**src/hw/rtl/mbup_pkg.sv**
```systemverilog
// shared types and constants for the midi byte to usb event packer
package mbup_pkg;

    // expected message length codes
    localparam logic [2:0] LEN_NONE  = 3'd0;
    localparam logic [2:0] LEN_TWO   = 3'd2;
    localparam logic [2:0] LEN_THREE = 3'd3;
    localparam logic [2:0] LEN_SYSEX = 3'd7;

    // usb-midi code index numbers
    localparam logic [3:0] CIN_COMMON2  = 4'h2;
    localparam logic [3:0] CIN_COMMON3  = 4'h3;
    localparam logic [3:0] CIN_SYSEX    = 4'h4;
    localparam logic [3:0] CIN_END1     = 4'h5;
    localparam logic [3:0] CIN_END2     = 4'h6;
    localparam logic [3:0] CIN_END3     = 4'h7;
    localparam logic [3:0] CIN_SINGLE   = 4'hF;

    // special status bytes
    localparam logic [7:0] ST_SYSEX_START = 8'hF0;
    localparam logic [7:0] ST_EOX         = 8'hF7;

    // converter state carried between bytes
    typedef struct packed {
        logic [7:0] last_status;
        logic [2:0] exp_len;
        logic [1:0] byte_count;
        logic [3:0] hdr_cin;
        logic [3:0] hdr_cable;
        logic [7:0] mb0;
        logic [7:0] mb1;
        logic [7:0] mb2;
    } conv_state_t;

    // one usb-midi event packet
    typedef struct packed {
        logic [3:0] cin;
        logic [3:0] cable;
        logic [7:0] b1;
        logic [7:0] b2;
        logic [7:0] b3;
    } event_pkt_t;

endpackage

```
**src/hw/rtl/mbup_in_reg.sv**
```systemverilog
// input register holding one received midi byte
module mbup_in_reg (
    input  logic       clk,
    input  logic       rst_n,
    input  logic       in_valid,
    output logic       in_ready,
    input  logic [7:0] rx_byte,
    input  logic       take,
    output logic       held_valid,
    output logic [7:0] held_byte
);

    logic       valid_reg;
    logic [7:0] byte_reg;

    // accept a new word when empty or when the held one is consumed
    assign in_ready   = !valid_reg || take;
    assign held_valid = valid_reg;
    assign held_byte  = byte_reg;

    // valid flag
    always_ff @(posedge clk or negedge rst_n)
    begin
        if (!rst_n)
        begin
            valid_reg <= 1'b0;
        end
        else if (in_ready)
        begin
            valid_reg <= in_valid;
        end
    end

    // byte payload
    always_ff @(posedge clk)
    begin
        if (in_ready && in_valid)
        begin
            byte_reg <= rx_byte;
        end
    end

endmodule

```
**src/hw/rtl/mbup_decode.sv**
```systemverilog
// per-byte decode: next converter state and packet emission
module mbup_decode (
    input  mbup_pkg::conv_state_t cur,
    input  logic [7:0]            rx_byte,
    input  logic [3:0]            cable_cfg,
    output mbup_pkg::conv_state_t nxt,
    output logic                  emit,
    output mbup_pkg::event_pkt_t  pkt
);

    // start a new message with the just-stored status byte
    function automatic mbup_pkg::conv_state_t open_msg(
        input mbup_pkg::conv_state_t s,
        input logic [3:0]            cin,
        input logic [2:0]            len,
        input logic [3:0]            cbl
    );
        mbup_pkg::conv_state_t r;
        r            = s;
        r.hdr_cin    = cin;
        r.hdr_cable  = cbl;
        r.mb0        = s.last_status;
        r.mb1        = 8'h00;
        r.mb2        = 8'h00;
        r.byte_count = 2'd1;
        r.exp_len    = len;
        return r;
    endfunction

    logic [1:0] cnt;

    always_comb
    begin
        nxt  = cur;
        emit = 1'b0;
        cnt  = cur.byte_count;
        if (rx_byte[7])
        begin
            // status byte
            nxt.last_status = rx_byte;
            case (rx_byte[7:4]) inside
                4'h8, 4'h9, 4'hA, 4'hB, 4'hE:
                begin
                    nxt = open_msg(nxt, rx_byte[7:4], mbup_pkg::LEN_THREE, cable_cfg);
                end
                4'hC, 4'hD:
                begin
                    nxt = open_msg(nxt, rx_byte[7:4], mbup_pkg::LEN_TWO, cable_cfg);
                end
                default:
                begin
                    case (rx_byte) inside
                        8'hF8, 8'hFA, 8'hFB, 8'hFC, 8'hFE, 8'hFF:
                        begin
                            nxt  = open_msg(nxt, mbup_pkg::CIN_SINGLE, mbup_pkg::LEN_NONE,
                                            cable_cfg);
                            emit = 1'b1;
                        end
                        8'hF2:
                        begin
                            nxt = open_msg(nxt, mbup_pkg::CIN_COMMON3, mbup_pkg::LEN_THREE,
                                           cable_cfg);
                        end
                        8'hF1, 8'hF3:
                        begin
                            nxt = open_msg(nxt, mbup_pkg::CIN_COMMON2, mbup_pkg::LEN_TWO,
                                           cable_cfg);
                        end
                        8'hF6:
                        begin
                            nxt  = open_msg(nxt, mbup_pkg::CIN_END1, mbup_pkg::LEN_NONE,
                                            cable_cfg);
                            emit = 1'b1;
                        end
                        mbup_pkg::ST_SYSEX_START:
                        begin
                            nxt.mb0        = mbup_pkg::ST_SYSEX_START;
                            nxt.mb1        = 8'h00;
                            nxt.mb2        = 8'h00;
                            nxt.byte_count = 2'd1;
                            nxt.exp_len    = mbup_pkg::LEN_SYSEX;
                        end
                        mbup_pkg::ST_EOX:
                        begin
                            nxt.hdr_cable = cable_cfg;
                            nxt.exp_len   = mbup_pkg::LEN_NONE;
                            emit          = 1'b1;
                            if (cur.exp_len == mbup_pkg::LEN_SYSEX && cur.byte_count == 2'd1)
                            begin
                                nxt.hdr_cin = mbup_pkg::CIN_END2;
                                nxt.mb1     = mbup_pkg::ST_EOX;
                                nxt.mb2     = 8'h00;
                            end
                            else if (cur.exp_len == mbup_pkg::LEN_SYSEX
                                     && cur.byte_count == 2'd2)
                            begin
                                nxt.hdr_cin = mbup_pkg::CIN_END3;
                                nxt.mb2     = mbup_pkg::ST_EOX;
                            end
                            else
                            begin
                                // eox with nothing to close
                                nxt.hdr_cin = mbup_pkg::CIN_END1;
                                nxt.mb0     = mbup_pkg::ST_EOX;
                                nxt.mb1     = 8'h00;
                                nxt.mb2     = 8'h00;
                            end
                        end
                        default:
                        begin
                            // undefined status closes the open message
                            nxt.exp_len = mbup_pkg::LEN_NONE;
                        end
                    endcase
                end
            endcase
        end
        else if (cur.exp_len == mbup_pkg::LEN_TWO || cur.exp_len == mbup_pkg::LEN_THREE)
        begin
            // data byte of a channel or system common message, running status
            if (cnt == 2'd0)
            begin
                nxt.hdr_cin   = cur.last_status[7:4];
                nxt.hdr_cable = cable_cfg;
                nxt.mb0       = cur.last_status;
                cnt           = 2'd1;
            end
            if ({1'b0, cnt} < cur.exp_len)
            begin
                case (cnt)
                    2'd1:    nxt.mb1 = rx_byte;
                    2'd2:    nxt.mb2 = rx_byte;
                    default: nxt.mb0 = rx_byte;
                endcase
                cnt = cnt + 2'd1;
            end
            if ({1'b0, cnt} == cur.exp_len)
            begin
                cnt  = 2'd0;
                emit = 1'b1;
            end
            nxt.byte_count = cnt;
        end
        else if (cur.exp_len == mbup_pkg::LEN_SYSEX)
        begin
            // sysex payload, three bytes per packet
            cnt = cnt + 2'd1;
            case (cnt)
                2'd1:    nxt.mb0 = rx_byte;
                2'd2:    nxt.mb1 = rx_byte;
                2'd3:    nxt.mb2 = rx_byte;
                default: nxt.mb0 = cur.mb0;
            endcase
            if (cnt == 2'd3)
            begin
                nxt.hdr_cin   = mbup_pkg::CIN_SYSEX;
                nxt.hdr_cable = cable_cfg;
                cnt           = 2'd0;
                emit          = 1'b1;
            end
            nxt.byte_count = cnt;
        end
    end

    // packet taken from the updated state
    assign pkt.cin   = nxt.hdr_cin;
    assign pkt.cable = nxt.hdr_cable;
    assign pkt.b1    = nxt.mb0;
    assign pkt.b2    = nxt.mb1;
    assign pkt.b3    = nxt.mb2;

endmodule

```
**src/hw/rtl/midi_byte_to_usb_event_packer_core.sv**
```systemverilog
// path: a byte accepted into the input register is decoded, and its packet word
//   is stored in the packet register; while that is full and unread, the byte waits
// throughput: one byte per cycle while the packet register is empty or being read,
//   set by the single decode stage between the input register and the packet register
// reset: no message open, byte count zero, cable number zero, both
//   registers empty; the block takes words at once after reset
module midi_byte_to_usb_event_packer_core (
    input  logic       clk,
    input  logic       rst_n,
    input  logic       cfg_valid,
    output logic       cfg_ready,
    input  logic [3:0] cable_number,
    input  logic       in_valid,
    output logic       in_ready,
    input  logic [7:0] rx_byte,
    output logic       out_valid,
    input  logic       out_ready,
    output logic [3:0] code_index,
    output logic [3:0] cable,
    output logic [7:0] msg_byte1,
    output logic [7:0] msg_byte2,
    output logic [7:0] msg_byte3
);

    logic                  held_valid;
    logic [7:0]            held_byte;
    logic                  take;
    logic                  emit;
    logic [3:0]            cable_reg;
    logic                  out_valid_reg;
    logic                  out_valid_next;
    mbup_pkg::conv_state_t state_reg;
    mbup_pkg::conv_state_t state_next;
    mbup_pkg::event_pkt_t  pkt;
    mbup_pkg::event_pkt_t  pkt_reg;

    // process the held byte when the packet register can take a result
    assign take = held_valid && (!out_valid_reg || out_ready);

    mbup_in_reg u_in_reg (
        .clk        (clk),
        .rst_n      (rst_n),
        .in_valid   (in_valid),
        .in_ready   (in_ready),
        .rx_byte    (rx_byte),
        .take       (take),
        .held_valid (held_valid),
        .held_byte  (held_byte)
    );

    mbup_decode u_decode (
        .cur       (state_reg),
        .rx_byte   (held_byte),
        .cable_cfg (cable_reg),
        .nxt       (state_next),
        .emit      (emit),
        .pkt       (pkt)
    );

    // cable number register
    assign cfg_ready = 1'b1;
    always_ff @(posedge clk or negedge rst_n)
    begin
        if (!rst_n)
        begin
            cable_reg <= 4'h0;
        end
        else if (cfg_valid)
        begin
            cable_reg <= cable_number;
        end
    end

    // converter state
    always_ff @(posedge clk or negedge rst_n)
    begin
        if (!rst_n)
        begin
            state_reg <= '0;
        end
        else if (take)
        begin
            state_reg <= state_next;
        end
    end

    // packet register valid
    always_comb
    begin
        out_valid_next = out_valid_reg;
        if (take)
        begin
            out_valid_next = emit;
        end
        else if (out_ready)
        begin
            out_valid_next = 1'b0;
        end
    end

    always_ff @(posedge clk or negedge rst_n)
    begin
        if (!rst_n)
        begin
            out_valid_reg <= 1'b0;
        end
        else
        begin
            out_valid_reg <= out_valid_next;
        end
    end

    // packet payload
    always_ff @(posedge clk)
    begin
        if (take && emit)
        begin
            pkt_reg <= pkt;
        end
    end

    assign out_valid  = out_valid_reg;
    assign code_index = pkt_reg.cin;
    assign cable      = pkt_reg.cable;
    assign msg_byte1  = pkt_reg.b1;
    assign msg_byte2  = pkt_reg.b2;
    assign msg_byte3  = pkt_reg.b3;

endmodule
```
**config.mk**
```make
export PLATFORM = sky130hd
export DESIGN_NAME = midi_byte_to_usb_event_packer_core
export DESIGN_NICKNAME = d
export VERILOG_FILES = /design/src/hw/rtl/mbup_pkg.sv /design/src/hw/rtl/mbup_in_reg.sv /design/src/hw/rtl/mbup_decode.sv /design/src/hw/rtl/midi_byte_to_usb_event_packer_core.sv
export SDC_FILE = /design/constraint.sdc
export NUM_CORES = 1
export LEC_CHECK = 0
export BUFFER_PORTS_ARGS = -buffer_cell sky130_fd_sc_hd__buf_4
export CORE_AREA = 2 2 111 86
export CTS_BUF_LIST = sky130_fd_sc_hd__clkbuf_2
export CTS_CLUSTER_SIZE = 12
export DETAILED_ROUTE_END_ITERATION = 8
export DIE_AREA = 0 0 113 88
export HOLD_SLACK_MARGIN = 0.02
export PLACE_DENSITY = 0.86
export SYNTH_ARGS = -nofsm -noshare
export SYNTH_HDL_FRONTEND = slang
export SYNTH_SLANG_ARGS = --single-unit
```
**constraint.sdc**
```tcl
create_clock -name clk -period 6.26 [get_ports clk]
set_input_delay 0 -clock clk [delete_from_list [all_inputs] [get_ports clk]]
set_output_delay 0 -clock clk [all_outputs]
set_load 0.1 [all_outputs]
```
==> impl_metrics.ini <==
[flow_run]
maxCapViolCount = 0

[cts]
cts_sinks = 91
cts-root-buf = clkbuf_2
htree_levels = 3
cts_max_path_buffers = 2
path_clk_slew_ps = 240
cts_tree = built
cts_buffers = 9
post_cts_resized = 0
clkLatencyLatePin_ps = 600

[yosys]
synth_xor_area_frac = 0.00528
synth_top_family_by_area = compound AO/OA/AOI/OAI gates
yosysTopAreaCellShare = 0.256
synth_warnings = 0
synthTopCellsByArea = dfrtp_1 (26%), edfxtp_1 (24%), o21ai_0 (3.9%)
synthAdderAreaFrac = 0.00251
synthSimpleGateAreaFrac = 0.159
synth_compound_area_frac = 0.223
synth.distinct_cells = 71
ys_ff_latch = 91
netlist_area_um2 = 4980
synth_top_area_cell = dfrtp_1
ys_seq_area_frac = 0.497
syn_area_per_cell_um2 = 10.0
syn_inst = 497
synthFlopType = dfrtp_1
synthesis.nets = 515
yosysMostFrequentCell = dfrtp_1
synth_edf_count = 40
synthMuxAreaShare = 0.0666
ys_top_cells_by_count = dfrtp_1 (51), nor2_1 (47), edfxtp_1 (40), o21ai_0 (39), nand2_1 (36)
synthArstFlopShare = 0.560

[critical_path]
path_class = reg2reg
start_kind = flip-flop
reg2reg_from = state_reg[33]$_DFFE_PN0P_
reg2regPathDepth = 7
reg2reg_slack_ps = 3390
r2r-end = state_reg[13]$_DFFE_PN0P_
cp_max_fo = 22
cp-end-kind = flip-flop
critPathArrivalTime_ps = 3370
worst_ep_required_time_ps = 6760

[detailed_routing]
first_pass_iters = 9
routed_via_density = 6.45
wl_per_cell_um = 19.8
ant_nets = 0
wirelength_mm = 13.1
route.vias.total = 4284
drtIter0Drc = 457
drc_errors = 2

[power]
p_seq_frac = 0.520
finalPower_mw = 1.51
p_leak_nw = 2.33
power_switching_mw = 0.510
clkPwrFrac = 0.224
power_switching_share = 0.338
combPwrFrac = 0.256
intPower_mw = 0.997
peakVddDrop_mv = 0.234
powerDensity_nw_per_um2 = 263

[global_route]
track_usage = 0.272
antenna_found_initial = 0
overflow = 0
grt_first_pass_wirelength_mm = 20.9
grt_start_max_net_pins = 52
grt_pass1_vias = 4025

[floorplanning]
die_w_um = 113
core_um2 = 8860
rows = 30
fp.dieH_um = 88
die_area_um2 = 9940
io_pins = 52
start_util = 0.562

[placed_design]
hpwl_mm = 8.84
io_buffers = 50
dp.cells = 626
place.gp.congestion = 0.950

[finish]
fill_cells = 684
largest_register_ffs = 45
drive_above_1_share = 0.179
final_util = 0.647
fin_cells = 664
diodes = 0
area_growth_pct = 15.1
nets = 565

[min_path]
hold_class = in2reg
hp-start = rx_byte[1]
hold_path_end = u_in_reg.held_byte[1]$_DFFE_PP_
hold_depth = 2

[timing]
hold_ws_ps = 113
fin_setup_tns_ps = 0
finalSetupViolCount = 0
max_freq_mhz = 349
final.period_utilization = 0.458
relSlewSlack = 0.373
skew_ps = 35.3
drv_slew = 0
finalCriticalPeriod_ps = 2870
worst_pin_slew_ps = 933
hold_viol = 0
rsz0062_at_grt = no

[run_status]
status = finished with violations
violations = design-rule violations
stage by stage:
step / worst slack (ps) / instance area, µm²
3_5_place_dp: 3410 / 5360
5_1_grt: 3230 / 5730
3_3_place_gp: 3510 / 5360
6_report: 3390 / 5730
4_1_cts: 3400 / 5730
2_1_floorplan: 1800 / 4980
cells by family (layout without fill, tap and decap cells):
logic type,count (synthesis),in the layout
compound gates,164,164
simple gates,154,154
flops,91,91
buf+inv,52,107
mux,31,31
xor+xnor,3,3
fa+ha+maj,1,1
other cells,1,1
power groups by stage:
stage	Sequential, mW	Combinational (mW)	Clock (mW)
floorplan	0.800	0.259	0
global placement	0.786	0.352	0
detailed placement	0.791	0.366	0
CTS	0.779	0.382	0.341
global route	0.793	0.420	0.360
finish	0.784	0.386	0.337
layer usage:
layer	part of all wire	global-route usage	wire length [µm]
met1	0.44	0.391	5750
met2	0.46	0.428	6060
met3	0.089	0.0519	1180
met4	0.011	0.0743	143
met5	0	0	0
worst max-delay path by stage:
stage	from	endpoint	slack (ps)	depth (start not counted)
6_report	state_reg[33]$_DFFE_PN0P_	state_reg[13]$_DFFE_PN0P_	3390	7
4_1_cts	state_reg[33]$_DFFE_PN0P_	state_reg[14]$_DFFE_PN0P_	3400	7
2_1_floorplan	out_valid$_DFFE_PN0P_	cable[0]$_DFFE_PP_	1800	6
5_1_grt	state_reg[33]$_DFFE_PN0P_	state_reg[14]$_DFFE_PN0P_	3230	7
3_3_place_gp	state_reg[33]$_DFFE_PN0P_	state_reg[13]$_DFFE_PN0P_	3510	7
3_5_place_dp	state_reg[33]$_DFFE_PN0P_	state_reg[14]$_DFFE_PN0P_	3410	7
layout by cell type (no fill, tap or decap), types with 4 or more instances in the layout:
master | synthesis | routed
nand3b_1 | 5 | 5
a31oi_1 | 4 | 4
o22a_1 | 8 | 8
dlygate4sd3_1 | 0 | 21
dfrtp_1 | 51 | 51
nor2_1 | 47 | 47
nand2_1 | 36 | 36
a21oi_1 | 31 | 31
nor2b_1 | 7 | 7
a22o_1 | 6 | 6
nor3_1 | 7 | 7
inv_1 | 15 | 15
o211ai_1 | 7 | 7
mux2_2 | 17 | 17
edfxtp_1 | 40 | 40
o22ai_1 | 14 | 14
buf_4 | 3 | 54
mux2i_1 | 14 | 14
clkbuf_2 | 0 | 11
nand3_1 | 12 | 12
o21ai_0 | 39 | 38
nand2b_1 | 12 | 12
o21bai_1 | 4 | 4
a21o_1 | 4 | 4
a22oi_1 | 4 | 4
a211oi_1 | 8 | 8
and4_1 | 4 | 4
worst max-delay path: stages (launching register included):
cell,delay (ps)
dfrtp_1,800
ha_1,390
or3_1,360
o22ai_1,150
buf_4,240
nor2_1,90
or3_4,410
a221o_1,360
area by class of cell:
cell class                 instances  area [µm²]  share of cell area
sequential                        91        2480               0.432
clock buffer                      11        55.1             0.00960
clock inverter                     5        77.6              0.0135
tap                              112         140              0.0244
inverter                          15        56.3             0.00982
timing repair buffer              76         643               0.112
multi-input combinational        354        2280               0.398
what timing repair did:
item / CTS / global route
endpoints found under the hold margin: 73 / 0
buffers inserted: 0 / 0
hold buffers: 22 / 0
No activity file was read; power rests on OpenSTA's default activity.
